File: config.mk
export PLATFORM = sky130hd
export DESIGN_NAME = source_text_tokenizer_flat
export DESIGN_NICKNAME = d
export VERILOG_FILES = /design/src/sv/stt_pkg.sv /design/src/sv/stt_if.sv /design/src/sv/stt_scanner.sv /design/src/sv/stt_queue.sv /design/src/sv/stt_emitter.sv /design/src/sv/source_text_tokenizer.sv /design/src/flat_wrapper.sv
export SDC_FILE = /design/constraint.sdc
export NUM_CORES = 1
export LEC_CHECK = 0
export BUFFER_PORTS_ARGS = -buffer_cell sky130_fd_sc_hd__buf_2
export CAP_MARGIN = 20
export CORE_ASPECT_RATIO = 1.2
export CORE_MARGIN = 2
export CORE_UTILIZATION = 35
export CTS_BUF_LIST = sky130_fd_sc_hd__clkbuf_8 sky130_fd_sc_hd__clkbuf_16
export DETAILED_ROUTE_END_ITERATION = 12
export GPL_TIMING_DRIVEN = 0
export SLEW_MARGIN = 40
export SYNTH_ARGS = -nofsm -noshare
export SYNTH_HDL_FRONTEND = slang
export SYNTH_SLANG_ARGS = --single-unit
File: constraint.sdc
create_clock -name clock -period 15.2 [get_ports clock]
set_input_delay 1.52 -clock clock [delete_from_list [all_inputs] [get_ports clock]]
set_output_delay 1.52 -clock clock [all_outputs]
set_load 0.005 [all_outputs]
File: src/sv/stt_pkg.sv
// Shared types, constants and character helpers for the source text tokenizer.
package stt_pkg;

   // Offset and length widths of the result fields
   localparam int OFFSET_BITS = 32;
   localparam int LENGTH_BITS = 16;
   localparam logic [LENGTH_BITS-1:0] LENGTH_MAX = {LENGTH_BITS{1'b1}};

   // Entries in the queue between scanner and emitter
   localparam int QUEUE_DEPTH = 4;

   // Keyword table
   localparam int KW_COUNT    = 6;
   localparam int KW_MAX_LEN  = 8;
   localparam int KW_IDX_BITS = $clog2(KW_MAX_LEN);
   localparam int KW_LEN_BITS = $clog2(KW_MAX_LEN + 1);

   // if, else, while, break, continue, return (zero padded)
   localparam logic [7:0] KW_TEXT [KW_COUNT][KW_MAX_LEN] = '{
      '{8'h69, 8'h66, 8'h00, 8'h00, 8'h00, 8'h00, 8'h00, 8'h00},
      '{8'h65, 8'h6C, 8'h73, 8'h65, 8'h00, 8'h00, 8'h00, 8'h00},
      '{8'h77, 8'h68, 8'h69, 8'h6C, 8'h65, 8'h00, 8'h00, 8'h00},
      '{8'h62, 8'h72, 8'h65, 8'h61, 8'h6B, 8'h00, 8'h00, 8'h00},
      '{8'h63, 8'h6F, 8'h6E, 8'h74, 8'h69, 8'h6E, 8'h75, 8'h65},
      '{8'h72, 8'h65, 8'h74, 8'h75, 8'h72, 8'h6E, 8'h00, 8'h00}
   };
   localparam logic [KW_LEN_BITS-1:0] KW_LEN [KW_COUNT] = '{
      KW_LEN_BITS'(2), KW_LEN_BITS'(4), KW_LEN_BITS'(5),
      KW_LEN_BITS'(5), KW_LEN_BITS'(8), KW_LEN_BITS'(6)
   };

   // Punctuator codes: single operators start at 9, the "x=" pairs at 15
   localparam logic [4:0] OP_CODE_BASE   = 5'd9;
   localparam logic [4:0] PAIR_CODE_BASE = 5'd15;

   // Error codes
   localparam logic [4:0] ERR_BAD_CHAR    = 5'd0;
   localparam logic [4:0] ERR_OPEN_STRING = 5'd1;

   localparam logic [7:0] CHAR_EQUALS = 8'h3D;

   typedef enum logic [2:0] {
      KIND_END     = 3'd0,
      KIND_IDENT   = 3'd1,
      KIND_NUMBER  = 3'd2,
      KIND_STRING  = 3'd3,
      KIND_KEYWORD = 3'd4,
      KIND_PUNCT   = 3'd5,
      KIND_ERROR   = 3'd6
   } token_kind_type;

   typedef enum logic [2:0] {
      CLASS_BLANK,
      CLASS_DIGIT,
      CLASS_ALPHA,
      CLASS_QUOTE,
      CLASS_OPER,
      CLASS_PUNCT,
      CLASS_OTHER
   } char_class_type;

   typedef struct packed {
      token_kind_type         kind;
      logic [4:0]             code;
      logic [OFFSET_BITS-1:0] start;
      logic [LENGTH_BITS-1:0] length;
      logic [7:0]             bad;
      logic                   last;
   } token_type;

   // One queue entry: every token that a single request causes
   typedef struct packed {
      token_type first;
      token_type second;
      logic      two;
   } entry_type;

   // Sort a byte into the scanner's classes
   function automatic char_class_type classify(input logic [7:0] c);
      char_class_type cls;
      cls = CLASS_OTHER;
      if (c == 8'h20 || c == 8'h09 || c == 8'h0D || c == 8'h0A)
         cls = CLASS_BLANK;
      else if (c >= 8'h30 && c <= 8'h39)
         cls = CLASS_DIGIT;
      else if ((c >= 8'h41 && c <= 8'h5A) || (c >= 8'h61 && c <= 8'h7A) || c == 8'h5F)
         cls = CLASS_ALPHA;
      else if (c == 8'h22)
         cls = CLASS_QUOTE;
      else if (c == 8'h2B || c == 8'h2D || c == 8'h2A || c == 8'h2F || c == 8'h3D)
         cls = CLASS_OPER;
      else if (c == 8'h28 || c == 8'h29 || c == 8'h5B || c == 8'h5D || c == 8'h7B ||
               c == 8'h7D || c == 8'h2C || c == 8'h3A || c == 8'h3B || c == 8'h26)
         cls = CLASS_PUNCT;
      return cls;
   endfunction

   // Code of a single-character punctuator
   function automatic logic [4:0] punct_code(input logic [7:0] c);
      logic [4:0] code;
      unique case (c)
         8'h28:   code = 5'd0;   // (
         8'h29:   code = 5'd1;   // )
         8'h5B:   code = 5'd2;   // [
         8'h5D:   code = 5'd3;   // ]
         8'h7B:   code = 5'd4;   // {
         8'h7D:   code = 5'd5;   // }
         8'h2C:   code = 5'd6;   // ,
         8'h3A:   code = 5'd7;   // :
         8'h3B:   code = 5'd8;   // ;
         8'h26:   code = 5'd14;  // &
         default: code = 5'd0;
      endcase
      return code;
   endfunction

   // Index of an operator that may take a trailing '='
   function automatic logic [2:0] op_index(input logic [7:0] c);
      logic [2:0] idx;
      unique case (c)
         8'h2B:   idx = 3'd0;    // +
         8'h2D:   idx = 3'd1;    // -
         8'h2A:   idx = 3'd2;    // *
         8'h2F:   idx = 3'd3;    // /
         8'h3D:   idx = 3'd4;    // =
         default: idx = 3'd0;
      endcase
      return idx;
   endfunction

   // Drop keyword candidates that do not have byte c at position idx
   function automatic logic [KW_COUNT-1:0] narrow(input logic [KW_COUNT-1:0] mask,
                                                  input logic in_range,
                                                  input logic [KW_IDX_BITS-1:0] idx,
                                                  input logic [7:0] c);
      logic [KW_COUNT-1:0] keep;
      for (int k = 0; k < KW_COUNT; k++) begin
         keep[k] = mask[k] && in_range && ({1'b0, idx} < KW_LEN[k]) &&
                   (KW_TEXT[k][idx] == c);
      end
      return keep;
   endfunction

endpackage

File: src/sv/stt_if.sv
// Request and result channel interfaces of the source text tokenizer.
interface stt_req_if;
   logic       valid;
   logic       ready;
   logic [7:0] char_byte;
   logic       end_of_text;

   modport source (output valid, output char_byte, output end_of_text, input ready);
   modport sink   (input valid, input char_byte, input end_of_text, output ready);
endinterface

interface stt_rsp_if;
   logic                           valid;
   logic                           ready;
   logic [2:0]                     token_kind;
   logic [4:0]                     token_code;
   logic [stt_pkg::OFFSET_BITS-1:0] start_offset;
   logic [stt_pkg::LENGTH_BITS-1:0] token_length;
   logic [7:0]                     offending_byte;
   logic                           last_of_run;

   modport source (output valid, output token_kind, output token_code, output start_offset,
                   output token_length, output offending_byte, output last_of_run,
                   input ready);
   modport sink   (input valid, input token_kind, input token_code, input start_offset,
                   input token_length, input offending_byte, input last_of_run,
                   output ready);
endinterface

File: src/sv/stt_scanner.sv
// Front part: takes text bytes, classifies them and forms token entries.
module stt_scanner (
   input  logic              clock,
   input  logic              reset,
   stt_req_if.sink           req_bus,
   input  logic              queue_full,
   output logic              push,
   output stt_pkg::entry_type push_entry
);

   typedef enum logic [2:0] {
      MODE_IDLE,
      MODE_NUMBER,
      MODE_IDENT,
      MODE_STRING,
      MODE_OPERATOR,
      MODE_HALTED
   } mode_type;

   mode_type                          mode_ff, mode_in;
   logic [stt_pkg::OFFSET_BITS-1:0]   position_ff, position_in;
   logic [stt_pkg::OFFSET_BITS-1:0]   start_ff, start_in;
   logic [stt_pkg::LENGTH_BITS-1:0]   length_ff, length_in;
   logic [stt_pkg::KW_COUNT-1:0]      cands_ff, cands_in;
   logic [2:0]                        op_ff, op_in;

   logic                              accept;
   stt_pkg::char_class_type           cls;
   logic [7:0]                        c;
   logic [stt_pkg::LENGTH_BITS-1:0]   grown;
   logic                              kw_hit;
   logic [4:0]                        kw_code;
   logic                              flush_able;
   stt_pkg::token_type                flush_tok;
   logic                              first_v, second_v;
   stt_pkg::token_type                first_tok, second_tok;
   logic                              do_begin;

   assign req_bus.ready = !queue_full;
   assign accept        = req_bus.valid && req_bus.ready;
   assign c             = req_bus.char_byte;
   assign cls           = stt_pkg::classify(c);
   assign grown         = (length_ff == stt_pkg::LENGTH_MAX) ? length_ff :
                          length_ff + stt_pkg::LENGTH_BITS'(1);

   // Keyword match: first surviving candidate of exactly the right length
   always_comb begin
      kw_hit  = 1'b0;
      kw_code = 5'd0;
      for (int k = stt_pkg::KW_COUNT - 1; k >= 0; k--) begin
         if (cands_ff[k] && length_ff == stt_pkg::LENGTH_BITS'(stt_pkg::KW_LEN[k])) begin
            kw_hit  = 1'b1;
            kw_code = 5'(k);
         end
      end
   end

   // Token that the pending number, identifier or operator closes into
   always_comb begin
      flush_tok        = '0;
      flush_tok.start  = start_ff;
      flush_tok.length = length_ff;
      flush_able       = 1'b1;
      case (mode_ff)
         MODE_NUMBER: flush_tok.kind = stt_pkg::KIND_NUMBER;
         MODE_IDENT: begin
            flush_tok.kind = kw_hit ? stt_pkg::KIND_KEYWORD : stt_pkg::KIND_IDENT;
            flush_tok.code = kw_code;
         end
         MODE_OPERATOR: begin
            flush_tok.kind   = stt_pkg::KIND_PUNCT;
            flush_tok.code   = stt_pkg::OP_CODE_BASE + 5'(op_ff);
            flush_tok.length = stt_pkg::LENGTH_BITS'(1);
         end
         default: flush_able = 1'b0;
      endcase
   end

   // Scanner step for one accepted request
   always_comb begin
      mode_in     = mode_ff;
      position_in = position_ff;
      start_in    = start_ff;
      length_in   = length_ff;
      cands_in    = cands_ff;
      op_in       = op_ff;
      first_v     = 1'b0;
      second_v    = 1'b0;
      first_tok   = '0;
      second_tok  = '0;
      do_begin    = 1'b0;

      if (accept && mode_ff != MODE_HALTED) begin
         if (req_bus.end_of_text) begin
            if (mode_ff == MODE_STRING) begin
               first_v          = 1'b1;
               first_tok.kind   = stt_pkg::KIND_ERROR;
               first_tok.code   = stt_pkg::ERR_OPEN_STRING;
               first_tok.start  = start_ff;
               first_tok.length = length_ff;
               mode_in          = MODE_HALTED;
            end else begin
               first_v          = flush_able;
               first_tok        = flush_tok;
               second_v         = 1'b1;
               second_tok.kind  = stt_pkg::KIND_END;
               second_tok.start = position_ff;
               // back to the reset state for a new text
               mode_in          = MODE_IDLE;
               position_in      = '0;
               start_in         = '0;
               length_in        = '0;
               cands_in         = '1;
               op_in            = '0;
            end
         end else begin
            position_in = position_ff + stt_pkg::OFFSET_BITS'(1);
            unique case (mode_ff)
               MODE_NUMBER: begin
                  if (cls == stt_pkg::CLASS_DIGIT)
                     length_in = grown;
                  else
                     do_begin = 1'b1;
               end
               MODE_IDENT: begin
                  if (cls == stt_pkg::CLASS_DIGIT || cls == stt_pkg::CLASS_ALPHA) begin
                     cands_in  = stt_pkg::narrow(cands_ff,
                        length_ff < stt_pkg::LENGTH_BITS'(stt_pkg::KW_MAX_LEN),
                        length_ff[stt_pkg::KW_IDX_BITS-1:0], c);
                     length_in = grown;
                  end else begin
                     do_begin = 1'b1;
                  end
               end
               MODE_STRING: begin
                  length_in = grown;
                  if (cls == stt_pkg::CLASS_QUOTE) begin
                     first_v          = 1'b1;
                     first_tok.kind   = stt_pkg::KIND_STRING;
                     first_tok.start  = start_ff;
                     first_tok.length = grown;
                     mode_in          = MODE_IDLE;
                  end
               end
               MODE_OPERATOR: begin
                  if (c == stt_pkg::CHAR_EQUALS) begin
                     first_v          = 1'b1;
                     first_tok.kind   = stt_pkg::KIND_PUNCT;
                     first_tok.code   = stt_pkg::PAIR_CODE_BASE + 5'(op_ff);
                     first_tok.start  = start_ff;
                     first_tok.length = stt_pkg::LENGTH_BITS'(2);
                     mode_in          = MODE_IDLE;
                     op_in            = '0;
                  end else begin
                     do_begin = 1'b1;
                  end
               end
               MODE_IDLE:   do_begin = 1'b1;
               MODE_HALTED: do_begin = 1'b0;
               default:     do_begin = 1'b0;
            endcase

            // close the pending token, then treat the byte as in idle
            if (do_begin) begin
               first_v   = flush_able;
               first_tok = flush_tok;
               mode_in   = MODE_IDLE;
               op_in     = '0;
               if (cls != stt_pkg::CLASS_BLANK) begin
                  start_in  = position_ff;
                  length_in = stt_pkg::LENGTH_BITS'(1);
               end
               second_tok.start  = position_ff;
               second_tok.length = stt_pkg::LENGTH_BITS'(1);
               unique case (cls)
                  stt_pkg::CLASS_BLANK: mode_in = MODE_IDLE;
                  stt_pkg::CLASS_DIGIT: mode_in = MODE_NUMBER;
                  stt_pkg::CLASS_ALPHA: begin
                     mode_in  = MODE_IDENT;
                     cands_in = stt_pkg::narrow('1, 1'b1, '0, c);
                  end
                  stt_pkg::CLASS_QUOTE: mode_in = MODE_STRING;
                  stt_pkg::CLASS_OPER: begin
                     mode_in = MODE_OPERATOR;
                     op_in   = stt_pkg::op_index(c);
                  end
                  stt_pkg::CLASS_PUNCT: begin
                     second_v        = 1'b1;
                     second_tok.kind = stt_pkg::KIND_PUNCT;
                     second_tok.code = stt_pkg::punct_code(c);
                  end
                  default: begin
                     second_v        = 1'b1;
                     second_tok.kind = stt_pkg::KIND_ERROR;
                     second_tok.code = stt_pkg::ERR_BAD_CHAR;
                     second_tok.bad  = c;
                     mode_in         = MODE_HALTED;
                  end
               endcase
            end
         end
      end
   end

   // Pack the tokens of this request into one queue entry
   always_comb begin
      push             = first_v || second_v;
      push_entry.two   = first_v && second_v;
      push_entry.first = first_v ? first_tok : second_tok;
      push_entry.second = second_tok;
      push_entry.first.last  = !(first_v && second_v);
      push_entry.second.last = 1'b1;
   end

   // Scanner state
   always_ff @(posedge clock) begin
      if (reset) begin
         mode_ff     <= MODE_IDLE;
         position_ff <= '0;
         start_ff    <= '0;
         length_ff   <= '0;
         cands_ff    <= '1;
         op_ff       <= '0;
      end else begin
         mode_ff     <= mode_in;
         position_ff <= position_in;
         start_ff    <= start_in;
         length_ff   <= length_in;
         cands_ff    <= cands_in;
         op_ff       <= op_in;
      end
   end

endmodule

File: src/sv/stt_queue.sv
// Short queue of token entries between the scanner and the emitter.
module stt_queue (
   input  logic               clock,
   input  logic               reset,
   input  logic               push,
   input  stt_pkg::entry_type push_entry,
   input  logic               pop,
   output stt_pkg::entry_type pop_entry,
   output logic               full,
   output logic               empty
);

   localparam int PTR_BITS   = $clog2(stt_pkg::QUEUE_DEPTH);
   localparam int COUNT_BITS = $clog2(stt_pkg::QUEUE_DEPTH + 1);
   localparam logic [PTR_BITS-1:0] LAST_SLOT = PTR_BITS'(stt_pkg::QUEUE_DEPTH - 1);

   stt_pkg::entry_type      slots_ff [stt_pkg::QUEUE_DEPTH];
   logic [PTR_BITS-1:0]     wr_ptr_ff, wr_ptr_in;
   logic [PTR_BITS-1:0]     rd_ptr_ff, rd_ptr_in;
   logic [COUNT_BITS-1:0]   count_ff, count_in;

   assign full      = (count_ff == COUNT_BITS'(stt_pkg::QUEUE_DEPTH));
   assign empty     = (count_ff == '0);
   assign pop_entry = slots_ff[rd_ptr_ff];

   // Pointer and fill count update
   always_comb begin
      wr_ptr_in = wr_ptr_ff;
      rd_ptr_in = rd_ptr_ff;
      count_in  = count_ff;
      if (push)
         wr_ptr_in = (wr_ptr_ff == LAST_SLOT) ? '0 : wr_ptr_ff + PTR_BITS'(1);
      if (pop)
         rd_ptr_in = (rd_ptr_ff == LAST_SLOT) ? '0 : rd_ptr_ff + PTR_BITS'(1);
      if (push && !pop)
         count_in = count_ff + COUNT_BITS'(1);
      else if (pop && !push)
         count_in = count_ff - COUNT_BITS'(1);
   end

   always_ff @(posedge clock) begin
      if (reset) begin
         wr_ptr_ff <= '0;
         rd_ptr_ff <= '0;
         count_ff  <= '0;
      end else begin
         wr_ptr_ff <= wr_ptr_in;
         rd_ptr_ff <= rd_ptr_in;
         count_ff  <= count_in;
      end
   end

   // Entry storage
   always_ff @(posedge clock) begin
      if (push)
         slots_ff[wr_ptr_ff] <= push_entry;
   end

endmodule

File: src/sv/stt_emitter.sv
// Back part: hands the tokens of each queue entry out one per cycle while the receiver is ready.
module stt_emitter (
   input  logic               clock,
   input  logic               reset,
   input  stt_pkg::entry_type pop_entry,
   input  logic               empty,
   output logic               pop,
   stt_rsp_if.source          rsp_bus
);

   stt_pkg::token_type out_ff, out_in;
   logic               out_valid_ff, out_valid_in;
   stt_pkg::token_type spare_ff, spare_in;
   logic               spare_valid_ff, spare_valid_in;
   logic               out_free;

   assign out_free = !out_valid_ff || rsp_bus.ready;
   assign pop      = out_free && !spare_valid_ff && !empty;

   // Load the output register: held second token first, then the queue head
   always_comb begin
      out_in         = out_ff;
      out_valid_in   = out_valid_ff;
      spare_in       = spare_ff;
      spare_valid_in = spare_valid_ff;
      if (out_free) begin
         if (spare_valid_ff) begin
            out_in         = spare_ff;
            out_valid_in   = 1'b1;
            spare_valid_in = 1'b0;
         end else if (!empty) begin
            out_in         = pop_entry.first;
            out_valid_in   = 1'b1;
            spare_in       = pop_entry.second;
            spare_valid_in = pop_entry.two;
         end else begin
            out_valid_in = 1'b0;
         end
      end
   end

   always_ff @(posedge clock) begin
      if (reset) begin
         out_valid_ff   <= 1'b0;
         spare_valid_ff <= 1'b0;
      end else begin
         out_valid_ff   <= out_valid_in;
         spare_valid_ff <= spare_valid_in;
      end
   end

   always_ff @(posedge clock) begin
      out_ff   <= out_in;
      spare_ff <= spare_in;
   end

   assign rsp_bus.valid          = out_valid_ff;
   assign rsp_bus.token_kind     = out_ff.kind;
   assign rsp_bus.token_code     = out_ff.code;
   assign rsp_bus.start_offset   = out_ff.start;
   assign rsp_bus.token_length   = out_ff.length;
   assign rsp_bus.offending_byte = out_ff.bad;
   assign rsp_bus.last_of_run    = out_ff.last;

endmodule

File: src/sv/source_text_tokenizer.sv
// Top level of the source text tokenizer: scanner, entry queue and emitter.
//
// Takes one text byte per request and can accept a request every cycle while
// the queue is not full. The scanner settles each byte in the cycle it is
// accepted and writes the one or two tokens it causes into a four-entry
// queue; the emitter hands tokens out at one per cycle, while the receiver
// is ready, from a registered output that the queue feeds. Bytes that cause
// no token (blanks, letters inside a word) write nothing to the queue; the
// emitter's one token per cycle sets the long-run rate when most bytes close
// two tokens. Identifiers and numbers are reported when the byte after them
// arrives, and one of + - * / = waits a byte for a following '='. A bad byte
// or an open string at end of text gives an error token, after which
// requests are still taken but give nothing until reset.
module source_text_tokenizer (
   input  logic      clock,
   input  logic      reset,
   stt_req_if.sink   req_bus,
   stt_rsp_if.source rsp_bus
);

   logic               push;
   logic               pop;
   logic               queue_full;
   logic               queue_empty;
   stt_pkg::entry_type push_entry;
   stt_pkg::entry_type pop_entry;

   stt_scanner u_scanner (
      .clock      (clock),
      .reset      (reset),
      .req_bus    (req_bus),
      .queue_full (queue_full),
      .push       (push),
      .push_entry (push_entry)
   );

   stt_queue u_queue (
      .clock      (clock),
      .reset      (reset),
      .push       (push),
      .push_entry (push_entry),
      .pop        (pop),
      .pop_entry  (pop_entry),
      .full       (queue_full),
      .empty      (queue_empty)
   );

   stt_emitter u_emitter (
      .clock     (clock),
      .reset     (reset),
      .pop_entry (pop_entry),
      .empty     (queue_empty),
      .pop       (pop),
      .rsp_bus   (rsp_bus)
   );

   // The queue is never written while full
   a_no_overflow: assert property (@(posedge clock) disable iff (reset)
      push |-> !queue_full)
      else $error("token entry written into a full queue");

   // The queue is never read while empty
   a_no_underflow: assert property (@(posedge clock) disable iff (reset)
      pop |-> !queue_empty)
      else $error("token entry read from an empty queue");

   // The second token of a request follows its first without a gap
   a_pair_follows: assert property (@(posedge clock) disable iff (reset)
      (rsp_bus.valid && rsp_bus.ready && !rsp_bus.last_of_run) |=> rsp_bus.valid)
      else $error("second token of a request did not follow the first");

   // End and error tokens always close their request
   a_end_is_last: assert property (@(posedge clock) disable iff (reset)
      (rsp_bus.valid && (rsp_bus.token_kind == stt_pkg::KIND_END ||
                         rsp_bus.token_kind == stt_pkg::KIND_ERROR))
      |-> rsp_bus.last_of_run)
      else $error("end or error token not marked last of its request");

endmodule
File: src/flat_wrapper.sv
// flat-port wrapper written by rule: the top's interface ports become plain ports
module source_text_tokenizer_flat 
  (clock, reset, req_bus_valid, req_bus_char_byte, req_bus_end_of_text, req_bus_ready, rsp_bus_valid, rsp_bus_token_kind, rsp_bus_token_code, rsp_bus_start_offset, rsp_bus_token_length, rsp_bus_offending_byte, rsp_bus_last_of_run, rsp_bus_ready);
  stt_req_if req_bus_i ();
  stt_rsp_if rsp_bus_i ();
  input  logic clock;
  input  logic reset;
  input wire logic [$bits(req_bus_i.valid)-1:0] req_bus_valid;
  input wire logic [$bits(req_bus_i.char_byte)-1:0] req_bus_char_byte;
  input wire logic [$bits(req_bus_i.end_of_text)-1:0] req_bus_end_of_text;
  output wire logic [$bits(req_bus_i.ready)-1:0] req_bus_ready;
  output wire logic [$bits(rsp_bus_i.valid)-1:0] rsp_bus_valid;
  output wire logic [$bits(rsp_bus_i.token_kind)-1:0] rsp_bus_token_kind;
  output wire logic [$bits(rsp_bus_i.token_code)-1:0] rsp_bus_token_code;
  output wire logic [$bits(rsp_bus_i.start_offset)-1:0] rsp_bus_start_offset;
  output wire logic [$bits(rsp_bus_i.token_length)-1:0] rsp_bus_token_length;
  output wire logic [$bits(rsp_bus_i.offending_byte)-1:0] rsp_bus_offending_byte;
  output wire logic [$bits(rsp_bus_i.last_of_run)-1:0] rsp_bus_last_of_run;
  input wire logic [$bits(rsp_bus_i.ready)-1:0] rsp_bus_ready;
  assign req_bus_i.valid = req_bus_valid;
  assign req_bus_i.char_byte = req_bus_char_byte;
  assign req_bus_i.end_of_text = req_bus_end_of_text;
  assign req_bus_ready = req_bus_i.ready;
  assign rsp_bus_valid = rsp_bus_i.valid;
  assign rsp_bus_token_kind = rsp_bus_i.token_kind;
  assign rsp_bus_token_code = rsp_bus_i.token_code;
  assign rsp_bus_start_offset = rsp_bus_i.start_offset;
  assign rsp_bus_token_length = rsp_bus_i.token_length;
  assign rsp_bus_offending_byte = rsp_bus_i.offending_byte;
  assign rsp_bus_last_of_run = rsp_bus_i.last_of_run;
  assign rsp_bus_i.ready = rsp_bus_ready;
  source_text_tokenizer u_core (.clock(clock), .reset(reset), .req_bus(req_bus_i), .rsp_bus(rsp_bus_i));
endmodule
==> flow_metrics.tcl <==
set metrics [dict create \
    status "completed" \
    tritoncts "built" \
    portBuffers 75 \
    fp.dieH_um 314 \
    clkPwrFrac 0.303 \
    grt_usage 0.165 \
    worst-path-stages 14 \
    insertion_delay_ns 0.61 \
    rsz0062_at_grt "no" \
    fmax_mhz 205 \
    syn_to_final_growth_pct 16.0 \
    power_leakage_nw 10.8 \
    relSlewSlack 0.434 \
    synth_top_cell_area_share 0.610 \
    cts_num_sinks 672 \
    gp_congestion 0.872 \
    wl_per_cell_um 22.7 \
    post_cts_buffers 0 \
    syn_inst 1747 \
    wirelength_um 68400 \
    ys_async_sr_fraction 0 \
    initial_utilization 0.354 \
    whs_ns 0.466 \
    cts_inserted_buffers 68 \
    holdPathStages 1 \
    yosysMostFrequentCell "edfxtp_1" \
    slew_viol_final 0 \
    hold_class "flip-flop to flip-flop" \
    grt_start_max_net_pins 33 \
    root_buffer "clkbuf_16" \
    intPower_mw 4.01 \
    finalSetupViolCount 0 \
    synth_seq_cells 672 \
    postCtsHoldBufs 0 \
    synth_seq_area_share 0.683 \
    die_w_um 262 \
    period_minus_slack_ns 4.89 \
    critPathMostFrequentCell "buf_2" \
    critical_path_buf_inv_count 3 \
    switching_share 0.274 \
    first_global_vias 16700 \
    grt_pass1_wl_um 103000 \
    crit_chain "buf_2, buf_2, nor2b_1, nand4_1, a21o_1, nor3_2, o21ai_4, nand3_2, ha_1, inv_1, fa_1, xor2_1, or3_1, a21oi_1" \
    cp-start-kind "primary input" \
    htreeDepth 3 \
    synth_nets 1779 \
    clock_skew_ns 0.0287 \
    finalNetCount 1955 \
    io_pins 80 \
    worst_pin_slew_ns 0.844 \
    power_frac_comb 0.233 \
    synth_area_per_cell_sq_um 16.0 \
    slowest_delay_ns 0.65 \
    cp.arrival_ns 5.40 \
    drv_cap 0 \
    p_per_area_nw_per_um2 170 \
    antenna_cells 0 \
    path_class "primary input to flip-flop" \
    firstDrtPassIters 5 \
    crit_fanout 10 \
    synth.distinct_cells 91 \
    ys.flop_type "edfxtp_1" \
    r2r_cells 12 \
    synth-warning-count 0 \
    clockBufferDepth 3 \
    peakVddDrop_v 0.0000814 \
    path_clk_slew_ns 0.06 \
    cp_slowest_cell "nor3_2" \
    drcViolationCount 0 \
    ys_top_cells_by_count "edfxtp_1 (569), mux4_2 (114), nor2_1 (110), dfxtp_1 (103), clkbuf_1 (66)" \
    die_area_sq_um 82300 \
    antenna_found_initial 1 \
    tns_ns 0 \
    synth_top_cell_by_area "edfxtp_1" \
    critPathCaptureType "flip-flop" \
    crit_family "simple AND/OR/NAND/NOR gates" \
    final_hold_viol_count 0 \
    p_switching_mw 1.52 \
    core_area_sq_um 79200 \
    fin_crit_sh 0.322 \
    hpwlAfterDp_um 46400 \
    via_per_inst 5.30 \
    drt_iter0_markers 1118 \
    synth_edf_count 569 \
    crit_required_ns 15.71 \
    synthTopCellsByArea "edfxtp_1 (61%), mux4_2 (9.2%), dfxtp_1 (7.4%)" \
    placementRows 113 \
    netlist_area_sq_um 28000 \
    cts-resized-gates 0 \
    num_vias 16000 \
    pwr-share-seq 0.464 \
    drive_above_1_share 0.243 \
    ant_nets 0 \
    grt-ovfl-total 0 \
]
==> state kept, by name (all words and copies together), names as in the netlist, 2 cells and up, named ones only <==
name and count:
u_core.u_scanner.cands_ff 6, u_core.u_scanner.start_ff 32, u_core.u_emitter.rsp_bus.start_offset 32, u_core.u_scanner.mode_ff 3, u_core.u_emitter.rsp_bus.token_code 5, u_core.u_emitter.rsp_bus.token_length 16
u_core.u_emitter.spare_ff 48, u_core.u_queue.wr_ptr_ff 2, u_core.u_queue.rd_ptr_ff 2, u_core.u_queue.slots_ff 456, u_core.u_scanner.op_ff 3, u_core.u_scanner.length_ff 16
u_core.u_emitter.rsp_bus.token_kind 3, u_core.u_emitter.rsp_bus.offending_byte 8, u_core.u_queue.count_ff 3, u_core.u_scanner.position_ff 32
==> per-stage QoR <==
stage / instances / power, mW / setup WS (ns) / cell area (sq um) / util
floorplan: 1747 / 3.38 / 8.57 / 28000 / -
global placement: 2857 / 3.89 / 3.77 / 29700 / 0.375
detailed placement: 2888 / 3.93 / 9.69 / 30200 / 0.382
CTS: 3012 / 5.62 / 10.34 / 32500 / 0.410
global route: 3012 / 5.78 / 10.16 / 32500 / 0.410
finish: 3012 / 5.52 / 10.31 / 32500 / 0.410
==> worst reg2reg max path: stages (launching register included) <==
cell and delay (ns):
dfxtp_1 0.30, clkbuf_1 0.43, nor2_1 0.26, a21o_1 0.25
nor3_2 0.65, o21ai_4 0.30, nand3_2 0.24, ha_1 0.21
inv_1 0.06, fa_1 0.37, xor2_1 0.18, or3_1 0.31
a21oi_1 0.15
==> cell type report <==
type	instances	area [sq um]
well taps	1035	1290
multi-input cells	942	8360
fillers	7213	46700
plain buffers	109	487
inverters	24	90.1
repair buffers	106	861
clock buffers	77	1860
clock inverters	47	393
flip-flops and latches	672	19100
==> worst paths after layout <==
kind | start | endpoint | slack (ns)
max | req_bus_char_byte[1] | u_core.u_queue.count_ff[2] | 10.31
min | u_core.u_scanner.start_ff[1] | u_core.u_scanner.start_ff[1] | 0.47
max reg2reg | u_core.u_scanner.mode_ff[0] | u_core.u_queue.count_ff[2] | 11.40
min reg2reg | u_core.u_scanner.start_ff[1] | u_core.u_scanner.start_ff[1] | 0.47
==> cell usage in the layout (no fill, tap or decap), types with 7 or more instances in the layout <==
master and count:
edfxtp_1 569, mux4_2 114, buf_2 112, nor2_1 109, dfxtp_1 103, clkbuf_16 71, clkbuf_1 60, nand2_1 53
a21oi_1 51, mux2_2 49, o21ai_0 44, and3_1 44, nor3_1 40, nand3_1 38, inv_1 33, a22o_1 33
xor2_1 30, mux2_4 29, nor2b_1 27, nand4_1 23, xnor2_1 21, and2_1 18, ha_1 18, nand2b_1 16
a31oi_1 16, buf_12 15, clkinv_1 14, or3_1 13, clkinv_2 11, nor4_1 10, o211ai_1 8, clkbuf_2 8
mux2i_1 8, a22oi_1 7
==> logic make-up (layout without fill, tap and decap cells) <==
group	Yosys count	count (layout)	synth area share
flip-flops	672	672	0.683
AND/OR/NAND/NOR	444	444	0.0854
adder cells (fa/ha/maj)	19	19	0.00875
multiplexers	202	202	0.131
XOR/XNOR	51	51	0.0159
buffers and inverters	133	363	0.0198
AO/OA/AOI/OAI	226	226	0.0562
==> power by group through the flow <==
stage / clock network (mW) / logic (mW) / registers, mW
after floorplan: 0 / 0.755 / 2.63
after global placement: 0 / 1.21 / 2.67
after detailed placement: 0 / 1.32 / 2.61
after CTS: 1.72 / 1.33 / 2.57
after global routing: 1.78 / 1.40 / 2.60
final: 1.67 / 1.29 / 2.56
==> per-layer routing <==
layer / part of all wire / global-route usage
met1: 0.40 / 0.199
met3: 0.042 / 0.0227
met4: 0.028 / 0.0593
met2: 0.53 / 0.299
met5: 0.00012 / 0
(Power assumes the default switching activity.)
